**src/design/avskt_pkg.sv**
```systemverilog
package avskt_pkg;

  localparam int unsigned ADDR_W = 5;
  localparam int unsigned DATA_W = 32;

  localparam int unsigned FP_W    = 20;
  localparam int unsigned COMP_W  = 15;
  localparam int unsigned HOLD_W  = 16;
  localparam int unsigned NOISE_W = 30;
  localparam int unsigned EST_W   = 25;
  localparam int unsigned COV_W   = 32;
  localparam int unsigned DUR_W   = 21;
  localparam int unsigned DELTA_W = 13;
  localparam int unsigned K_W     = 31;
  localparam int unsigned PN_W    = 33;
  localparam int unsigned DEN_W   = 34;
  localparam int unsigned MAG_W   = 24;
  localparam int unsigned EMAG_W  = 25;
  localparam int unsigned MUL_A_W = 33;
  localparam int unsigned MUL_B_W = 31;
  localparam int unsigned PROD_W  = 64;
  localparam int unsigned DIV_LO_W  = 33;
  localparam int unsigned DIV_CNT_W = 6;
  localparam int unsigned ADJ_W   = 26;
  localparam int unsigned SAMP_W  = 64;
  localparam int unsigned IN_DATA_W  = 128;
  localparam int unsigned IN_USER_W  = 2;
  localparam int unsigned OUT_DATA_W = 48;

  localparam int unsigned FP_RESET     = 40000;
  localparam int unsigned PNOISE_RESET = 10737;
  localparam int unsigned MNOISE_RESET = 10737418;
  localparam int unsigned ONE_Q30      = 32'h4000_0000;
  localparam int unsigned Q30_SHIFT    = 30;
  localparam longint unsigned HALF_Q30 = 64'h2000_0000;
  localparam int          OFFSET_LIMIT = 10000000;
  localparam int unsigned DELTA_LIMIT  = 5000;
  localparam int unsigned DURATION_MAX = 1048575;
  localparam int unsigned US_PER_MS    = 1000;
  localparam int unsigned SQ_SCALE     = 1000000;
  localparam longint unsigned SQ_CAP   = 64'd5001000000;
  // divide by 10^6 as a shift by 6, then times ceil(2^41 / 15625) and a shift by 41
  localparam int unsigned SQ_PRE_SHIFT   = 6;
  localparam int unsigned SQ_RECIP       = 140737489;
  localparam int unsigned SQ_RECIP_SHIFT = 41;
  localparam int unsigned K_ITERS      = 31;

  typedef enum logic [2:0] {
    REG_FRAME_PERIOD = 3'd0,
    REG_AV_COMP      = 3'd1,
    REG_HOLDOFF      = 3'd2,
    REG_PROC_NOISE   = 3'd3,
    REG_MEAS_NOISE   = 3'd4
  } reg_idx_t;

  typedef enum logic [3:0] {
    S_IDLE,
    S_SQ_MUL,
    S_SQ_CHK,
    S_SQ_SCALE,
    S_DUR,
    S_DECIDE,
    S_K_DIV,
    S_CORR_MUL,
    S_CORR,
    S_COV,
    S_OUT
  } state_t;

  typedef enum logic [1:0] {
    MUL_SQ,
    MUL_RECIP,
    MUL_CORR,
    MUL_COV
  } mul_sel_t;

  typedef struct packed {
    logic [FP_W-1:0]          frame_period_us;
    logic signed [COMP_W-1:0] av_compensation_ms;
    logic [HOLD_W-1:0]        holdoff_frames;
    logic [NOISE_W-1:0]       process_noise;
    logic [NOISE_W-1:0]       measurement_noise;
  } cfg_t;

  typedef struct packed {
    logic              load;
    logic [HOLD_W-1:0] value;
  } hold_wr_t;

  typedef struct packed {
    logic     load_in;
    logic     z_en;
    logic     mul_en;
    mul_sel_t mul_sel;
    logic     div_k;
    logic     delta_cap;
    logic     delta_load;
    logic     dur_en;
    logic     pn_en;
    logic     k_clear;
    logic     k_load;
    logic     est_upd;
    logic     cov_upd;
    logic     restart;
    logic     holdoff_dec;
    logic     upd_clr;
    logic     upd_set;
    logic     out_load;
  } cmd_t;

  typedef struct packed {
    logic sq_big;
    logic div_busy;
    logic audio_ok;
    logic pts_ok;
    logic holdoff_nz;
    logic in_range;
    logic den_zero;
    logic out_free;
  } stat_t;

endpackage

```
**src/design/avskt_regs.sv**
```systemverilog
module avskt_regs (
  input  logic                               clk,
  input  logic                               rst,
  input  logic                               psel,
  input  logic                               penable,
  input  logic                               pwrite,
  input  logic [avskt_pkg::ADDR_W-1:0]       paddr,
  input  logic [avskt_pkg::DATA_W-1:0]       pwdata,
  output logic [avskt_pkg::DATA_W-1:0]       prdata,
  output logic                               pready,
  output avskt_pkg::cfg_t                    cfg,
  output avskt_pkg::hold_wr_t                hold_wr
);

  logic                  wr;
  avskt_pkg::reg_idx_t   idx;

  assign pready = 1'b1;
  assign wr     = psel && penable && pwrite && pready;
  assign idx    = avskt_pkg::reg_idx_t'(paddr[avskt_pkg::ADDR_W-1:2]);

  always_ff @(posedge clk) begin
    if (rst) begin
      cfg.frame_period_us    <= avskt_pkg::FP_W'(avskt_pkg::FP_RESET);
      cfg.av_compensation_ms <= '0;
      cfg.holdoff_frames     <= '0;
      cfg.process_noise      <= avskt_pkg::NOISE_W'(avskt_pkg::PNOISE_RESET);
      cfg.measurement_noise  <= avskt_pkg::NOISE_W'(avskt_pkg::MNOISE_RESET);
    end else if (wr) begin
      case (idx)
        avskt_pkg::REG_FRAME_PERIOD: begin
          cfg.frame_period_us <= pwdata[avskt_pkg::FP_W-1:0];
        end
        avskt_pkg::REG_AV_COMP: begin
          cfg.av_compensation_ms <= $signed(pwdata[avskt_pkg::COMP_W-1:0]);
        end
        avskt_pkg::REG_HOLDOFF: begin
          cfg.holdoff_frames <= pwdata[avskt_pkg::HOLD_W-1:0];
        end
        avskt_pkg::REG_PROC_NOISE: begin
          cfg.process_noise <= pwdata[avskt_pkg::NOISE_W-1:0];
        end
        avskt_pkg::REG_MEAS_NOISE: begin
          cfg.measurement_noise <= pwdata[avskt_pkg::NOISE_W-1:0];
        end
        default: begin
        end
      endcase
    end
  end

  // a holdoff write also reloads the frame counter
  always_comb begin
    hold_wr.load  = wr && (idx == avskt_pkg::REG_HOLDOFF);
    hold_wr.value = pwdata[avskt_pkg::HOLD_W-1:0];
  end

  always_comb begin
    case (idx)
      avskt_pkg::REG_FRAME_PERIOD: prdata = avskt_pkg::DATA_W'(cfg.frame_period_us);
      avskt_pkg::REG_AV_COMP:
        prdata = avskt_pkg::DATA_W'($unsigned(cfg.av_compensation_ms));
      avskt_pkg::REG_HOLDOFF:      prdata = avskt_pkg::DATA_W'(cfg.holdoff_frames);
      avskt_pkg::REG_PROC_NOISE:   prdata = avskt_pkg::DATA_W'(cfg.process_noise);
      avskt_pkg::REG_MEAS_NOISE:   prdata = avskt_pkg::DATA_W'(cfg.measurement_noise);
      default:                     prdata = '0;
    endcase
  end

endmodule

```
**src/design/avskt_div.sv**
```systemverilog
module avskt_div (
  input  logic                                  clk,
  input  logic                                  rst,
  input  logic                                  start,
  input  logic [avskt_pkg::DEN_W-1:0]           rem_init,
  input  logic [avskt_pkg::DIV_LO_W-1:0]        lo_init,
  input  logic [avskt_pkg::DEN_W-1:0]           den,
  input  logic [avskt_pkg::DIV_CNT_W-1:0]       iters,
  output logic                                  busy,
  output logic [avskt_pkg::DIV_LO_W-1:0]        quot
);

  logic [avskt_pkg::DIV_CNT_W-1:0]  cnt;
  logic [avskt_pkg::DEN_W-1:0]      rem;
  logic [avskt_pkg::DEN_W-1:0]      den_q;
  logic [avskt_pkg::DIV_LO_W-1:0]   lo;
  logic [avskt_pkg::DEN_W:0]        rem_sh;
  logic [avskt_pkg::DEN_W:0]        rem_sub;
  logic                             fits;

  // one restoring step per cycle
  always_comb begin
    rem_sh  = {rem, lo[avskt_pkg::DIV_LO_W-1]};
    fits    = rem_sh >= {1'b0, den_q};
    rem_sub = rem_sh - {1'b0, den_q};
  end

  always_ff @(posedge clk) begin
    if (rst) begin
      busy <= 1'b0;
      cnt  <= '0;
    end else if (start) begin
      busy <= 1'b1;
      cnt  <= iters;
    end else if (busy) begin
      cnt <= cnt - 1'b1;
      if (cnt == avskt_pkg::DIV_CNT_W'(1)) begin
        busy <= 1'b0;
      end
    end
  end

  always_ff @(posedge clk) begin
    if (start) begin
      rem   <= rem_init;
      lo    <= lo_init;
      den_q <= den;
      quot  <= '0;
    end else if (busy) begin
      rem  <= fits ? rem_sub[avskt_pkg::DEN_W-1:0] : rem_sh[avskt_pkg::DEN_W-1:0];
      lo   <= {lo[avskt_pkg::DIV_LO_W-2:0], 1'b0};
      quot <= {quot[avskt_pkg::DIV_LO_W-2:0], fits};
    end
  end

endmodule

```
**src/design/avskt_dp.sv**
```systemverilog
module avskt_dp (
  input  logic                                  clk,
  input  logic                                  rst,
  input  avskt_pkg::cmd_t                       cmd,
  output avskt_pkg::stat_t                      stat,
  input  avskt_pkg::cfg_t                       cfg,
  input  avskt_pkg::hold_wr_t                   hold_wr,
  input  logic [avskt_pkg::IN_DATA_W-1:0]       s_tdata,
  input  logic [avskt_pkg::IN_USER_W-1:0]       s_tuser,
  input  logic                                  m_tready,
  output logic                                  m_tvalid,
  output logic [avskt_pkg::OUT_DATA_W-1:0]      m_tdata,
  output logic [0:0]                            m_tuser
);

  localparam int unsigned SW = avskt_pkg::SAMP_W;
  localparam int unsigned EW = avskt_pkg::EST_W;

  // item and intermediate registers
  logic                               audio_ok;
  logic                               pts_ok;
  logic signed [SW:0]                 diff_ap;
  logic signed [EW-1:0]               z;
  logic                               in_range;
  logic [avskt_pkg::PROD_W-1:0]       prod;
  logic [avskt_pkg::DELTA_W-1:0]      delta;
  logic signed [avskt_pkg::DUR_W-1:0] dur;
  logic [avskt_pkg::PN_W-1:0]         pn;
  logic [avskt_pkg::DEN_W-1:0]        den;
  logic [avskt_pkg::EMAG_W-1:0]       e_mag;
  logic                               e_neg;
  logic [avskt_pkg::K_W-1:0]          k;
  logic                               upd;

  // filter state
  logic signed [EW-1:0]               est;
  logic [avskt_pkg::COV_W-1:0]        cov;
  logic [avskt_pkg::HOLD_W-1:0]       holdoff_cnt;

  // combinational terms
  logic signed [avskt_pkg::ADJ_W-1:0] comp_ext;
  logic signed [avskt_pkg::ADJ_W-1:0] comp_us;
  logic signed [avskt_pkg::ADJ_W-1:0] fp2;
  logic signed [avskt_pkg::ADJ_W-1:0] adj;
  logic signed [SW+1:0]               z_full;
  logic                               z_in;
  logic [avskt_pkg::MAG_W-1:0]        est_mag;
  logic [avskt_pkg::MUL_A_W-1:0]      mul_a;
  logic [avskt_pkg::MUL_B_W-1:0]      mul_b;
  logic [avskt_pkg::PROD_W-1:0]       prod_c;
  logic signed [avskt_pkg::DUR_W:0]   dur_sum;
  logic signed [avskt_pkg::DUR_W:0]   delta_s;
  logic [avskt_pkg::PN_W-1:0]         pn_c;
  logic signed [EW:0]                 e_diff;
  logic [avskt_pkg::PROD_W-1:0]       corr_sum;
  logic [EW:0]                        corr;
  logic signed [EW+1:0]               est_sum;
  logic signed [EW-1:0]               est_next;
  logic [avskt_pkg::PROD_W:0]         p_sum;
  logic [avskt_pkg::PROD_W-avskt_pkg::Q30_SHIFT:0] p_val;
  logic                               div_start;
  logic [avskt_pkg::DEN_W-1:0]        div_rem;
  logic [avskt_pkg::DIV_LO_W-1:0]     div_lo;
  logic [avskt_pkg::DEN_W-1:0]        div_den;
  logic [avskt_pkg::DIV_CNT_W-1:0]    div_iters;
  logic                               div_busy;
  logic [avskt_pkg::DIV_LO_W-1:0]     div_q;

  // measured offset: audio minus pts, plus two periods, minus compensation
  always_comb begin
    comp_ext = {{(avskt_pkg::ADJ_W-avskt_pkg::COMP_W){cfg.av_compensation_ms[
                avskt_pkg::COMP_W-1]}}, cfg.av_compensation_ms};
    comp_us  = comp_ext * avskt_pkg::ADJ_W'(avskt_pkg::US_PER_MS);
    fp2      = $signed({{(avskt_pkg::ADJ_W-avskt_pkg::FP_W-1){1'b0}},
                        cfg.frame_period_us, 1'b0});
    adj      = fp2 - comp_us;
    z_full   = {diff_ap[SW], diff_ap} + {{(SW+2-avskt_pkg::ADJ_W){adj[avskt_pkg::ADJ_W-1]}}, adj};
    z_in     = (z_full < (SW+2)'(avskt_pkg::OFFSET_LIMIT)) &&
               (z_full > -((SW+2)'(avskt_pkg::OFFSET_LIMIT)));
  end

  assign est_mag = est[EW-1] ? avskt_pkg::MAG_W'(-est) : avskt_pkg::MAG_W'(est);

  // shared multiplier
  always_comb begin
    case (cmd.mul_sel)
      avskt_pkg::MUL_SQ: begin
        mul_a = avskt_pkg::MUL_A_W'(est_mag);
        mul_b = avskt_pkg::MUL_B_W'(est_mag);
      end
      avskt_pkg::MUL_RECIP: begin
        mul_a = avskt_pkg::MUL_A_W'(prod >> avskt_pkg::SQ_PRE_SHIFT);
        mul_b = avskt_pkg::MUL_B_W'(avskt_pkg::SQ_RECIP);
      end
      avskt_pkg::MUL_CORR: begin
        mul_a = avskt_pkg::MUL_A_W'(e_mag);
        mul_b = k;
      end
      avskt_pkg::MUL_COV: begin
        mul_a = pn;
        mul_b = avskt_pkg::MUL_B_W'(avskt_pkg::ONE_Q30) - k;
      end
      default: begin
        mul_a = '0;
        mul_b = '0;
      end
    endcase
    prod_c = avskt_pkg::PROD_W'(mul_a) * avskt_pkg::PROD_W'(mul_b);
  end

  // output duration, covariance prediction, innovation
  always_comb begin
    delta_s  = $signed({{(avskt_pkg::DUR_W+1-avskt_pkg::DELTA_W){1'b0}}, delta});
    dur_sum  = $signed({2'b00, cfg.frame_period_us}) + (est[EW-1] ? -delta_s : delta_s);
    pn_c     = {1'b0, cov} + avskt_pkg::PN_W'(cfg.process_noise);
    e_diff   = {z[EW-1], z} - {est[EW-1], est};
  end

  // state update from the product register
  always_comb begin
    corr_sum = prod + avskt_pkg::HALF_Q30;
    corr     = corr_sum[avskt_pkg::Q30_SHIFT+EW:avskt_pkg::Q30_SHIFT];
    est_sum  = {{2{est[EW-1]}}, est} +
               (e_neg ? -$signed({1'b0, corr}) : $signed({1'b0, corr}));
    if (est_sum > (EW+2)'(avskt_pkg::OFFSET_LIMIT)) begin
      est_next = EW'(avskt_pkg::OFFSET_LIMIT);
    end else if (est_sum < -((EW+2)'(avskt_pkg::OFFSET_LIMIT))) begin
      est_next = -(EW'(avskt_pkg::OFFSET_LIMIT));
    end else begin
      est_next = est_sum[EW-1:0];
    end
    p_sum = {1'b0, prod} + (avskt_pkg::PROD_W+1)'(avskt_pkg::HALF_Q30);
    p_val = p_sum[avskt_pkg::PROD_W:avskt_pkg::Q30_SHIFT];
  end

  // gain divider: pn shifted up by 30 over pn plus r
  always_comb begin
    div_start = cmd.div_k;
    div_rem   = avskt_pkg::DEN_W'(pn >> 1);
    div_lo    = {pn[0], {(avskt_pkg::DIV_LO_W-1){1'b0}}};
    div_den   = den;
    div_iters = avskt_pkg::DIV_CNT_W'(avskt_pkg::K_ITERS);
  end

  avskt_div u_div (
    .clk      (clk),
    .rst      (rst),
    .start    (div_start),
    .rem_init (div_rem),
    .lo_init  (div_lo),
    .den      (div_den),
    .iters    (div_iters),
    .busy     (div_busy),
    .quot     (div_q)
  );

  always_ff @(posedge clk) begin
    if (cmd.load_in) begin
      audio_ok <= s_tuser[0];
      pts_ok   <= s_tuser[1];
      diff_ap  <= $signed({s_tdata[SW-1], s_tdata[SW-1:0]}) -
                  $signed({s_tdata[2*SW-1], s_tdata[2*SW-1:SW]});
    end
    if (cmd.z_en) begin
      z        <= z_full[EW-1:0];
      in_range <= z_in;
    end
    if (cmd.mul_en) begin
      prod <= prod_c;
    end
    if (cmd.delta_cap) begin
      delta <= avskt_pkg::DELTA_W'(avskt_pkg::DELTA_LIMIT);
    end else if (cmd.delta_load) begin
      delta <= prod[avskt_pkg::SQ_RECIP_SHIFT +: avskt_pkg::DELTA_W];
    end
    if (cmd.dur_en) begin
      if (dur_sum > $signed((avskt_pkg::DUR_W+1)'(avskt_pkg::DURATION_MAX))) begin
        dur <= avskt_pkg::DUR_W'(avskt_pkg::DURATION_MAX);
      end else begin
        dur <= dur_sum[avskt_pkg::DUR_W-1:0];
      end
    end
    if (cmd.pn_en) begin
      pn    <= pn_c;
      den   <= {1'b0, pn_c} + avskt_pkg::DEN_W'(cfg.measurement_noise);
      e_neg <= e_diff[EW];
      e_mag <= e_diff[EW] ? avskt_pkg::EMAG_W'(-e_diff) : avskt_pkg::EMAG_W'(e_diff);
    end
    if (cmd.k_clear) begin
      k <= '0;
    end else if (cmd.k_load) begin
      k <= div_q[avskt_pkg::K_W-1:0];
    end
  end

  always_ff @(posedge clk) begin
    if (rst) begin
      est         <= '0;
      cov         <= avskt_pkg::COV_W'(avskt_pkg::ONE_Q30);
      holdoff_cnt <= '0;
      upd         <= 1'b0;
    end else begin
      if (cmd.restart) begin
        est <= '0;
        cov <= avskt_pkg::COV_W'(avskt_pkg::ONE_Q30);
      end else begin
        if (cmd.est_upd) begin
          est <= est_next;
        end
        if (cmd.cov_upd) begin
          cov <= (p_val > (avskt_pkg::PROD_W-avskt_pkg::Q30_SHIFT+1)'({avskt_pkg::COV_W{1'b1}}))
                 ? {avskt_pkg::COV_W{1'b1}} : p_val[avskt_pkg::COV_W-1:0];
        end
      end
      if (hold_wr.load) begin
        holdoff_cnt <= hold_wr.value;
      end else if (cmd.holdoff_dec) begin
        holdoff_cnt <= holdoff_cnt - 1'b1;
      end
      if (cmd.upd_clr) begin
        upd <= 1'b0;
      end else if (cmd.upd_set) begin
        upd <= 1'b1;
      end
    end
  end

  // output register
  always_ff @(posedge clk) begin
    if (rst) begin
      m_tvalid <= 1'b0;
    end else if (cmd.out_load) begin
      m_tvalid <= 1'b1;
    end else if (m_tready) begin
      m_tvalid <= 1'b0;
    end
  end

  always_ff @(posedge clk) begin
    if (cmd.out_load) begin
      m_tdata <= {{(avskt_pkg::OUT_DATA_W-avskt_pkg::DUR_W-EW){1'b0}}, est, dur};
      m_tuser <= upd;
    end
  end

  always_comb begin
    stat.sq_big     = prod >= avskt_pkg::SQ_CAP;
    stat.div_busy   = div_busy;
    stat.audio_ok   = audio_ok;
    stat.pts_ok     = pts_ok;
    stat.holdoff_nz = holdoff_cnt != '0;
    stat.in_range   = in_range;
    stat.den_zero   = den == '0;
    stat.out_free   = !m_tvalid || m_tready;
  end

endmodule

```
**src/design/avskt_ctrl.sv**
```systemverilog
module avskt_ctrl (
  input  logic              clk,
  input  logic              rst,
  input  logic              s_tvalid,
  output logic              s_tready,
  input  avskt_pkg::stat_t  stat,
  output avskt_pkg::cmd_t   cmd
);

  avskt_pkg::state_t state;
  avskt_pkg::state_t state_next;

  always_ff @(posedge clk) begin
    if (rst) begin
      state <= avskt_pkg::S_IDLE;
    end else begin
      state <= state_next;
    end
  end

  always_comb begin
    state_next  = state;
    cmd         = '0;
    cmd.mul_sel = avskt_pkg::MUL_SQ;
    s_tready    = 1'b0;
    case (state)
      avskt_pkg::S_IDLE: begin
        s_tready = 1'b1;
        if (s_tvalid) begin
          cmd.load_in = 1'b1;
          cmd.upd_clr = 1'b1;
          state_next  = avskt_pkg::S_SQ_MUL;
        end
      end
      avskt_pkg::S_SQ_MUL: begin
        cmd.mul_en  = 1'b1;
        cmd.mul_sel = avskt_pkg::MUL_SQ;
        cmd.z_en    = 1'b1;
        state_next  = avskt_pkg::S_SQ_CHK;
      end
      avskt_pkg::S_SQ_CHK: begin
        if (stat.sq_big) begin
          cmd.delta_cap = 1'b1;
          state_next    = avskt_pkg::S_DUR;
        end else begin
          cmd.mul_en  = 1'b1;
          cmd.mul_sel = avskt_pkg::MUL_RECIP;
          state_next  = avskt_pkg::S_SQ_SCALE;
        end
      end
      avskt_pkg::S_SQ_SCALE: begin
        cmd.delta_load = 1'b1;
        state_next     = avskt_pkg::S_DUR;
      end
      avskt_pkg::S_DUR: begin
        cmd.dur_en = 1'b1;
        cmd.pn_en  = 1'b1;
        state_next = avskt_pkg::S_DECIDE;
      end
      avskt_pkg::S_DECIDE: begin
        if (!stat.pts_ok) begin
          state_next = avskt_pkg::S_OUT;
        end else if (!stat.audio_ok) begin
          cmd.restart = 1'b1;
          state_next  = avskt_pkg::S_OUT;
        end else if (stat.holdoff_nz) begin
          cmd.restart     = 1'b1;
          cmd.holdoff_dec = 1'b1;
          state_next      = avskt_pkg::S_OUT;
        end else if (!stat.in_range) begin
          state_next = avskt_pkg::S_OUT;
        end else if (stat.den_zero) begin
          cmd.k_clear = 1'b1;
          state_next  = avskt_pkg::S_CORR_MUL;
        end else begin
          cmd.div_k  = 1'b1;
          state_next = avskt_pkg::S_K_DIV;
        end
      end
      avskt_pkg::S_K_DIV: begin
        if (!stat.div_busy) begin
          cmd.k_load = 1'b1;
          state_next = avskt_pkg::S_CORR_MUL;
        end
      end
      avskt_pkg::S_CORR_MUL: begin
        cmd.mul_en  = 1'b1;
        cmd.mul_sel = avskt_pkg::MUL_CORR;
        state_next  = avskt_pkg::S_CORR;
      end
      avskt_pkg::S_CORR: begin
        cmd.est_upd = 1'b1;
        cmd.mul_en  = 1'b1;
        cmd.mul_sel = avskt_pkg::MUL_COV;
        state_next  = avskt_pkg::S_COV;
      end
      avskt_pkg::S_COV: begin
        cmd.cov_upd = 1'b1;
        cmd.upd_set = 1'b1;
        state_next  = avskt_pkg::S_OUT;
      end
      avskt_pkg::S_OUT: begin
        if (stat.out_free) begin
          cmd.out_load = 1'b1;
          state_next   = avskt_pkg::S_IDLE;
        end
      end
      default: begin
        state_next = avskt_pkg::S_IDLE;
      end
    endcase
  end

endmodule

```
**src/design/av_sync_kalman_tracker_unit.sv**
```systemverilog
// audio-video sync tracker, one word in and one word out per displayed frame.
// input stream (s_*): audio clock and frame pts in us with their valid flags.
// output stream (m_*): output duration from the estimate before the update,
// the filtered offset after it, and a flag set when the filter took a sample.
// apb port: frame period, compensation, holdoff frames, q and r registers at
// byte addresses 0, 4, 8, 12 and 16; a holdoff write also reloads the counter.
// one word is worked on at a time. the shortest pass, acceptance to result, is
// with the square already past its cap and no filter update, the longest with a
// full filter update; the controller returns to idle before the next word.
// the longest pass is set by the restoring divider for the gain, 31 steps at one
// bit per cycle; the squared offset is scaled by a reciprocal multiply.
// a finished result sits in the output register; the next word is accepted
// while it waits, and work stalls only at the end of a pass until the
// receiver has taken the previous result.
// reset clears the estimate, sets the covariance to one and restores the
// register defaults; no result is pending after reset.
module av_sync_kalman_tracker_unit (
  input  logic                                 clk,
  input  logic                                 rst,
  input  logic                                 s_tvalid,
  output logic                                 s_tready,
  // audio_clock_us [63:0], pts_us [127:64]
  input  logic [avskt_pkg::IN_DATA_W-1:0]      s_tdata,
  // audio_clock_valid [0], pts_valid [1]
  input  logic [avskt_pkg::IN_USER_W-1:0]      s_tuser,
  output logic                                 m_tvalid,
  input  logic                                 m_tready,
  // output_duration_us [20:0], filtered_offset_us [45:21], zero [47:46]
  output logic [avskt_pkg::OUT_DATA_W-1:0]     m_tdata,
  // filter_updated [0]
  output logic [0:0]                           m_tuser,
  input  logic                                 psel,
  input  logic                                 penable,
  input  logic                                 pwrite,
  input  logic [avskt_pkg::ADDR_W-1:0]         paddr,
  input  logic [avskt_pkg::DATA_W-1:0]         pwdata,
  output logic [avskt_pkg::DATA_W-1:0]         prdata,
  output logic                                 pready
);

  avskt_pkg::cfg_t      cfg;
  avskt_pkg::hold_wr_t  hold_wr;
  avskt_pkg::cmd_t      cmd;
  avskt_pkg::stat_t     stat;

  avskt_regs u_regs (
    .clk     (clk),
    .rst     (rst),
    .psel    (psel),
    .penable (penable),
    .pwrite  (pwrite),
    .paddr   (paddr),
    .pwdata  (pwdata),
    .prdata  (prdata),
    .pready  (pready),
    .cfg     (cfg),
    .hold_wr (hold_wr)
  );

  avskt_ctrl u_ctrl (
    .clk      (clk),
    .rst      (rst),
    .s_tvalid (s_tvalid),
    .s_tready (s_tready),
    .stat     (stat),
    .cmd      (cmd)
  );

  avskt_dp u_dp (
    .clk      (clk),
    .rst      (rst),
    .cmd      (cmd),
    .stat     (stat),
    .cfg      (cfg),
    .hold_wr  (hold_wr),
    .s_tdata  (s_tdata),
    .s_tuser  (s_tuser),
    .m_tready (m_tready),
    .m_tvalid (m_tvalid),
    .m_tdata  (m_tdata),
    .m_tuser  (m_tuser)
  );

`ifndef ASSERT_OFF
  // a word in flight blocks the next one
  a_one_word: assert property (@(posedge clk) disable iff (rst)
    s_tvalid && s_tready |=> !s_tready)
    else $error("input accepted while a word is in flight");

  // estimate stays inside its clamp
  a_offset_range: assert property (@(posedge clk) disable iff (rst)
    m_tvalid |-> ($signed(m_tdata[45:21]) <= 25'sd10000000) &&
                 ($signed(m_tdata[45:21]) >= -25'sd10000000))
    else $error("filtered offset outside clamp");

  // correction never pulls the duration below minus the cap
  a_dur_floor: assert property (@(posedge clk) disable iff (rst)
    m_tvalid |-> $signed(m_tdata[20:0]) >= -21'sd5000)
    else $error("output duration below lower bound");
`endif

endmodule
```
**config.mk**
```make
export PLATFORM = sky130hd
export DESIGN_NAME = av_sync_kalman_tracker_unit
export DESIGN_NICKNAME = d
export VERILOG_FILES = /design/src/design/avskt_pkg.sv /design/src/design/avskt_regs.sv /design/src/design/avskt_div.sv /design/src/design/avskt_dp.sv /design/src/design/avskt_ctrl.sv /design/src/design/av_sync_kalman_tracker_unit.sv
export SDC_FILE = /design/constraint.sdc
export NUM_CORES = 2
export LEC_CHECK = 0
export ABC_AREA = 0
export BUFFER_PORTS_ARGS = -buffer_cell sky130_fd_sc_hd__buf_2
export CAP_MARGIN = 20
export CORE_MARGIN = 2
export CORE_UTILIZATION = 45
export CTS_BUF_LIST = sky130_fd_sc_hd__clkbuf_4
export CTS_CLUSTER_SIZE = 16
export DETAILED_ROUTE_END_ITERATION = 8
export SYNTH_ARGS = -nofsm -noshare
export SYNTH_HDL_FRONTEND = slang
export SYNTH_HIERARCHICAL = 1
export SYNTH_SLANG_ARGS = --single-unit
```
**constraint.sdc**
```tcl
create_clock -name clk -period 23.3 [get_ports clk]
set_input_delay 4.66 -clock clk [delete_from_list [all_inputs] [get_ports clk]]
set_output_delay 4.66 -clock clk [all_outputs]
set_load 0.05 [all_outputs]
```
==> flow_summary.ini <==
[sta]
rsz0062_at_grt = false
worst_pin_slew_ps = 1120
max_slew_margin = 0.242
period_needed_ps = 15070
fin_crit_sh = 0.647
drv_slew = 0
fin_tns_setup_ps = 0
setup_violations = 0
timing.fmax_mhz = 66.3
hold_violations = 0
skew_ps = 96.3

[critical_path]
crit_top_cell = fa_1
critPathMaxFanout = 60
crit_path_end_kind = flip-flop
worst_path_max_delay_cell = o41ai_1
cp_data_required_time_ps = 24170
startpoint_type = flip-flop
critical_path_class = reg -> reg
critPathArrivalTime_ps = 15940
critical_path.max_stage_delay_ps = 960

[die]
die_area_um2 = 185000
row_count = 156
fp.dieW_um = 431
core_area_um2 = 181000
ios = 258
initial_core_util = 0.453
die_height_um = 431

[yosys]
avgSynthCellArea_um2 = 8.99
ys_warn_count = 6
syn_inst = 9108
syn_area_um2 = 81900

[global_route]
grt_max_degree = 158
grt-ovfl-total = 0
track_usage = 0.268
grt_pass1_wl_mm = 385
grt_pass1_vias = 66100
antenna_found_initial = 7

[place]
place_congestion = 0.916
dp_hpwl_mm = 194
port_buffers = 248
placedInstanceArea_um2 = 85500

[detailed_routing]
dr.first_iter.drc_count = 4945
firstDrtPassIters = 6
drc = 0
wl_mm = 248
drtAntennaViolNets = 0
via_count = 65800
wire_per_inst_um = 21.0
via_per_inst = 5.59

[min_path]
hold_class = reg -> reg

[final_layout]
drive_above_1_share = 0.0915
seqCellArea_um2 = 17800
area_growth_syn_to_layout_pct = 7.41
n_fill_cell = 17400
design_area_um2 = 88000
multi_input_area_um2 = 57800
fin_nets = 11000

[pwr]
power_density_nw_per_um2 = 59.1
irDropWorstVdd_mv = 0.0499
pwr-share-seq = 0.336
power_frac_comb = 0.447
switching_share = 0.436
p_sw_uw = 2260
clock_power_share = 0.217
p_int_uw = 2930
p_leak_uw = 0.0408

[clocking]
clockBufferDepth = 3
clock_sinks = 685
path_clk_slew_ps = 70
cts_tree = built
cts_root_buf = clkbuf_4
numCtsBuffers = 184
cts_hold_buf = 0
cts_resized = 0
htree_levels = 4
clk_latency_ps = 1170
post-cts-setup-buffer-count = 0

[status]
status = finished, final reports clean

[flow_run]
maxCapViolations = 0
## placed cells by master, fill, tap and decap left out, types with 105 or more instances in the layout
cell      count
inv_1      1289
nand2_1    1185
fa_1        956
ha_1        629
nor2_1      517
a21oi_1     436
edfxtp_1    413
o21ai_0     339
xnor2_1     320
clkbuf_4    272
dfxtp_1     270
buf_2       247
mux2i_1     181
xor2_1      178
nand2b_1    167
a21o_1      139
nor3_1      138
nand3_1     137
nor2b_1     107
and2_1      105
## worst max-delay path, delay by kind of cell (launching register included)
kind,cells,cell delay (ps)
AO/OA/AOI/OAI,18,5480
adder cells (fa/ha/maj),9,4460
AND/OR/NAND/NOR,10,2810
buffers and inverters,5,1280
flip-flops,1,400
XOR/XNOR,2,270
## area by class of cell
class,instances,area share
Tap cell,2370,0.0337
Multi-Input combinational cell,6731,0.657
Clock buffer,272,0.0232
Antenna cell,13,0.000370
Clock inverter,62,0.00468
Sequential cell,685,0.203
Inverter,1289,0.0550
Timing Repair Buffer,349,0.0229
## registers in the layout (all words and copies together) (netlist names), 31 cells and up
signal            count
u_dp/u_div/den_q     34
u_dp/u_div/quot      31
u_dp/k               31
u_dp/u_div/lo        33
u_dp/den             34
u_dp/u_div/rem       34
u_dp/cov             32
u_dp/prod            58
u_dp/m_tdata         46
u_dp/pn              33
u_regs/cfg          111
u_dp/diff_ap         65
## routing by layer
layer	up-vias	GRT usage	share of wire
met1	32600	0.361	0.43
li1	30600	-	-
met2	2213	0.430	0.46
met3	401	0.0385	0.063
met5	-	0	0.00019
met4	6	0.116	0.046
## stage by stage
| stage | hold WS [ps] | power [uW] | worst slack (ps) | std cells | util |
|---|---|---|---|---|---|
| 2_1_floorplan | 400 | 3320 | 12130 | 9150 | - |
| 6_report | 402 | 5200 | 8230 | 11800 | 0.487 |
| 4_1_cts | 401 | 5210 | 8510 | 11800 | 0.487 |
| 3_3_place_gp | 402 | 4030 | 8560 | 11400 | 0.473 |
| 3_5_place_dp | 405 | 4060 | 8610 | 11400 | 0.473 |
| 5_1_grt | 403 | 5530 | 7810 | 11800 | 0.487 |
## power groups by stage
stage	sequential [uW]	combinational [uW]	clock (uW)
2_1_floorplan	1650	1670	0
3_3_place_gp	1760	2270	0
3_5_place_dp	1760	2290	0
4_1_cts	1740	2300	1160
5_1_grt	1760	2550	1220
6_report	1750	2320	1130
## path summary, 6_finish.rpt
kind / start / end / slack (ps) / cells past startpoint
max: u_dp/prod[9]$_DFFE_PP_ / u_dp/prod[62]$_DFFE_PP_ / 8230 / 44
min: u_dp/den[30]$_DFFE_PP_ / u_dp/u_div/den_q[30]$_DFFE_PP_ / 400 / 0
max reg2reg: u_dp/prod[9]$_DFFE_PP_ / u_dp/prod[62]$_DFFE_PP_ / 8230 / 44
min reg2reg: u_dp/den[30]$_DFFE_PP_ / u_dp/u_div/den_q[30]$_DFFE_PP_ / 400 / 0
Power figures use the tool's default switching activity.
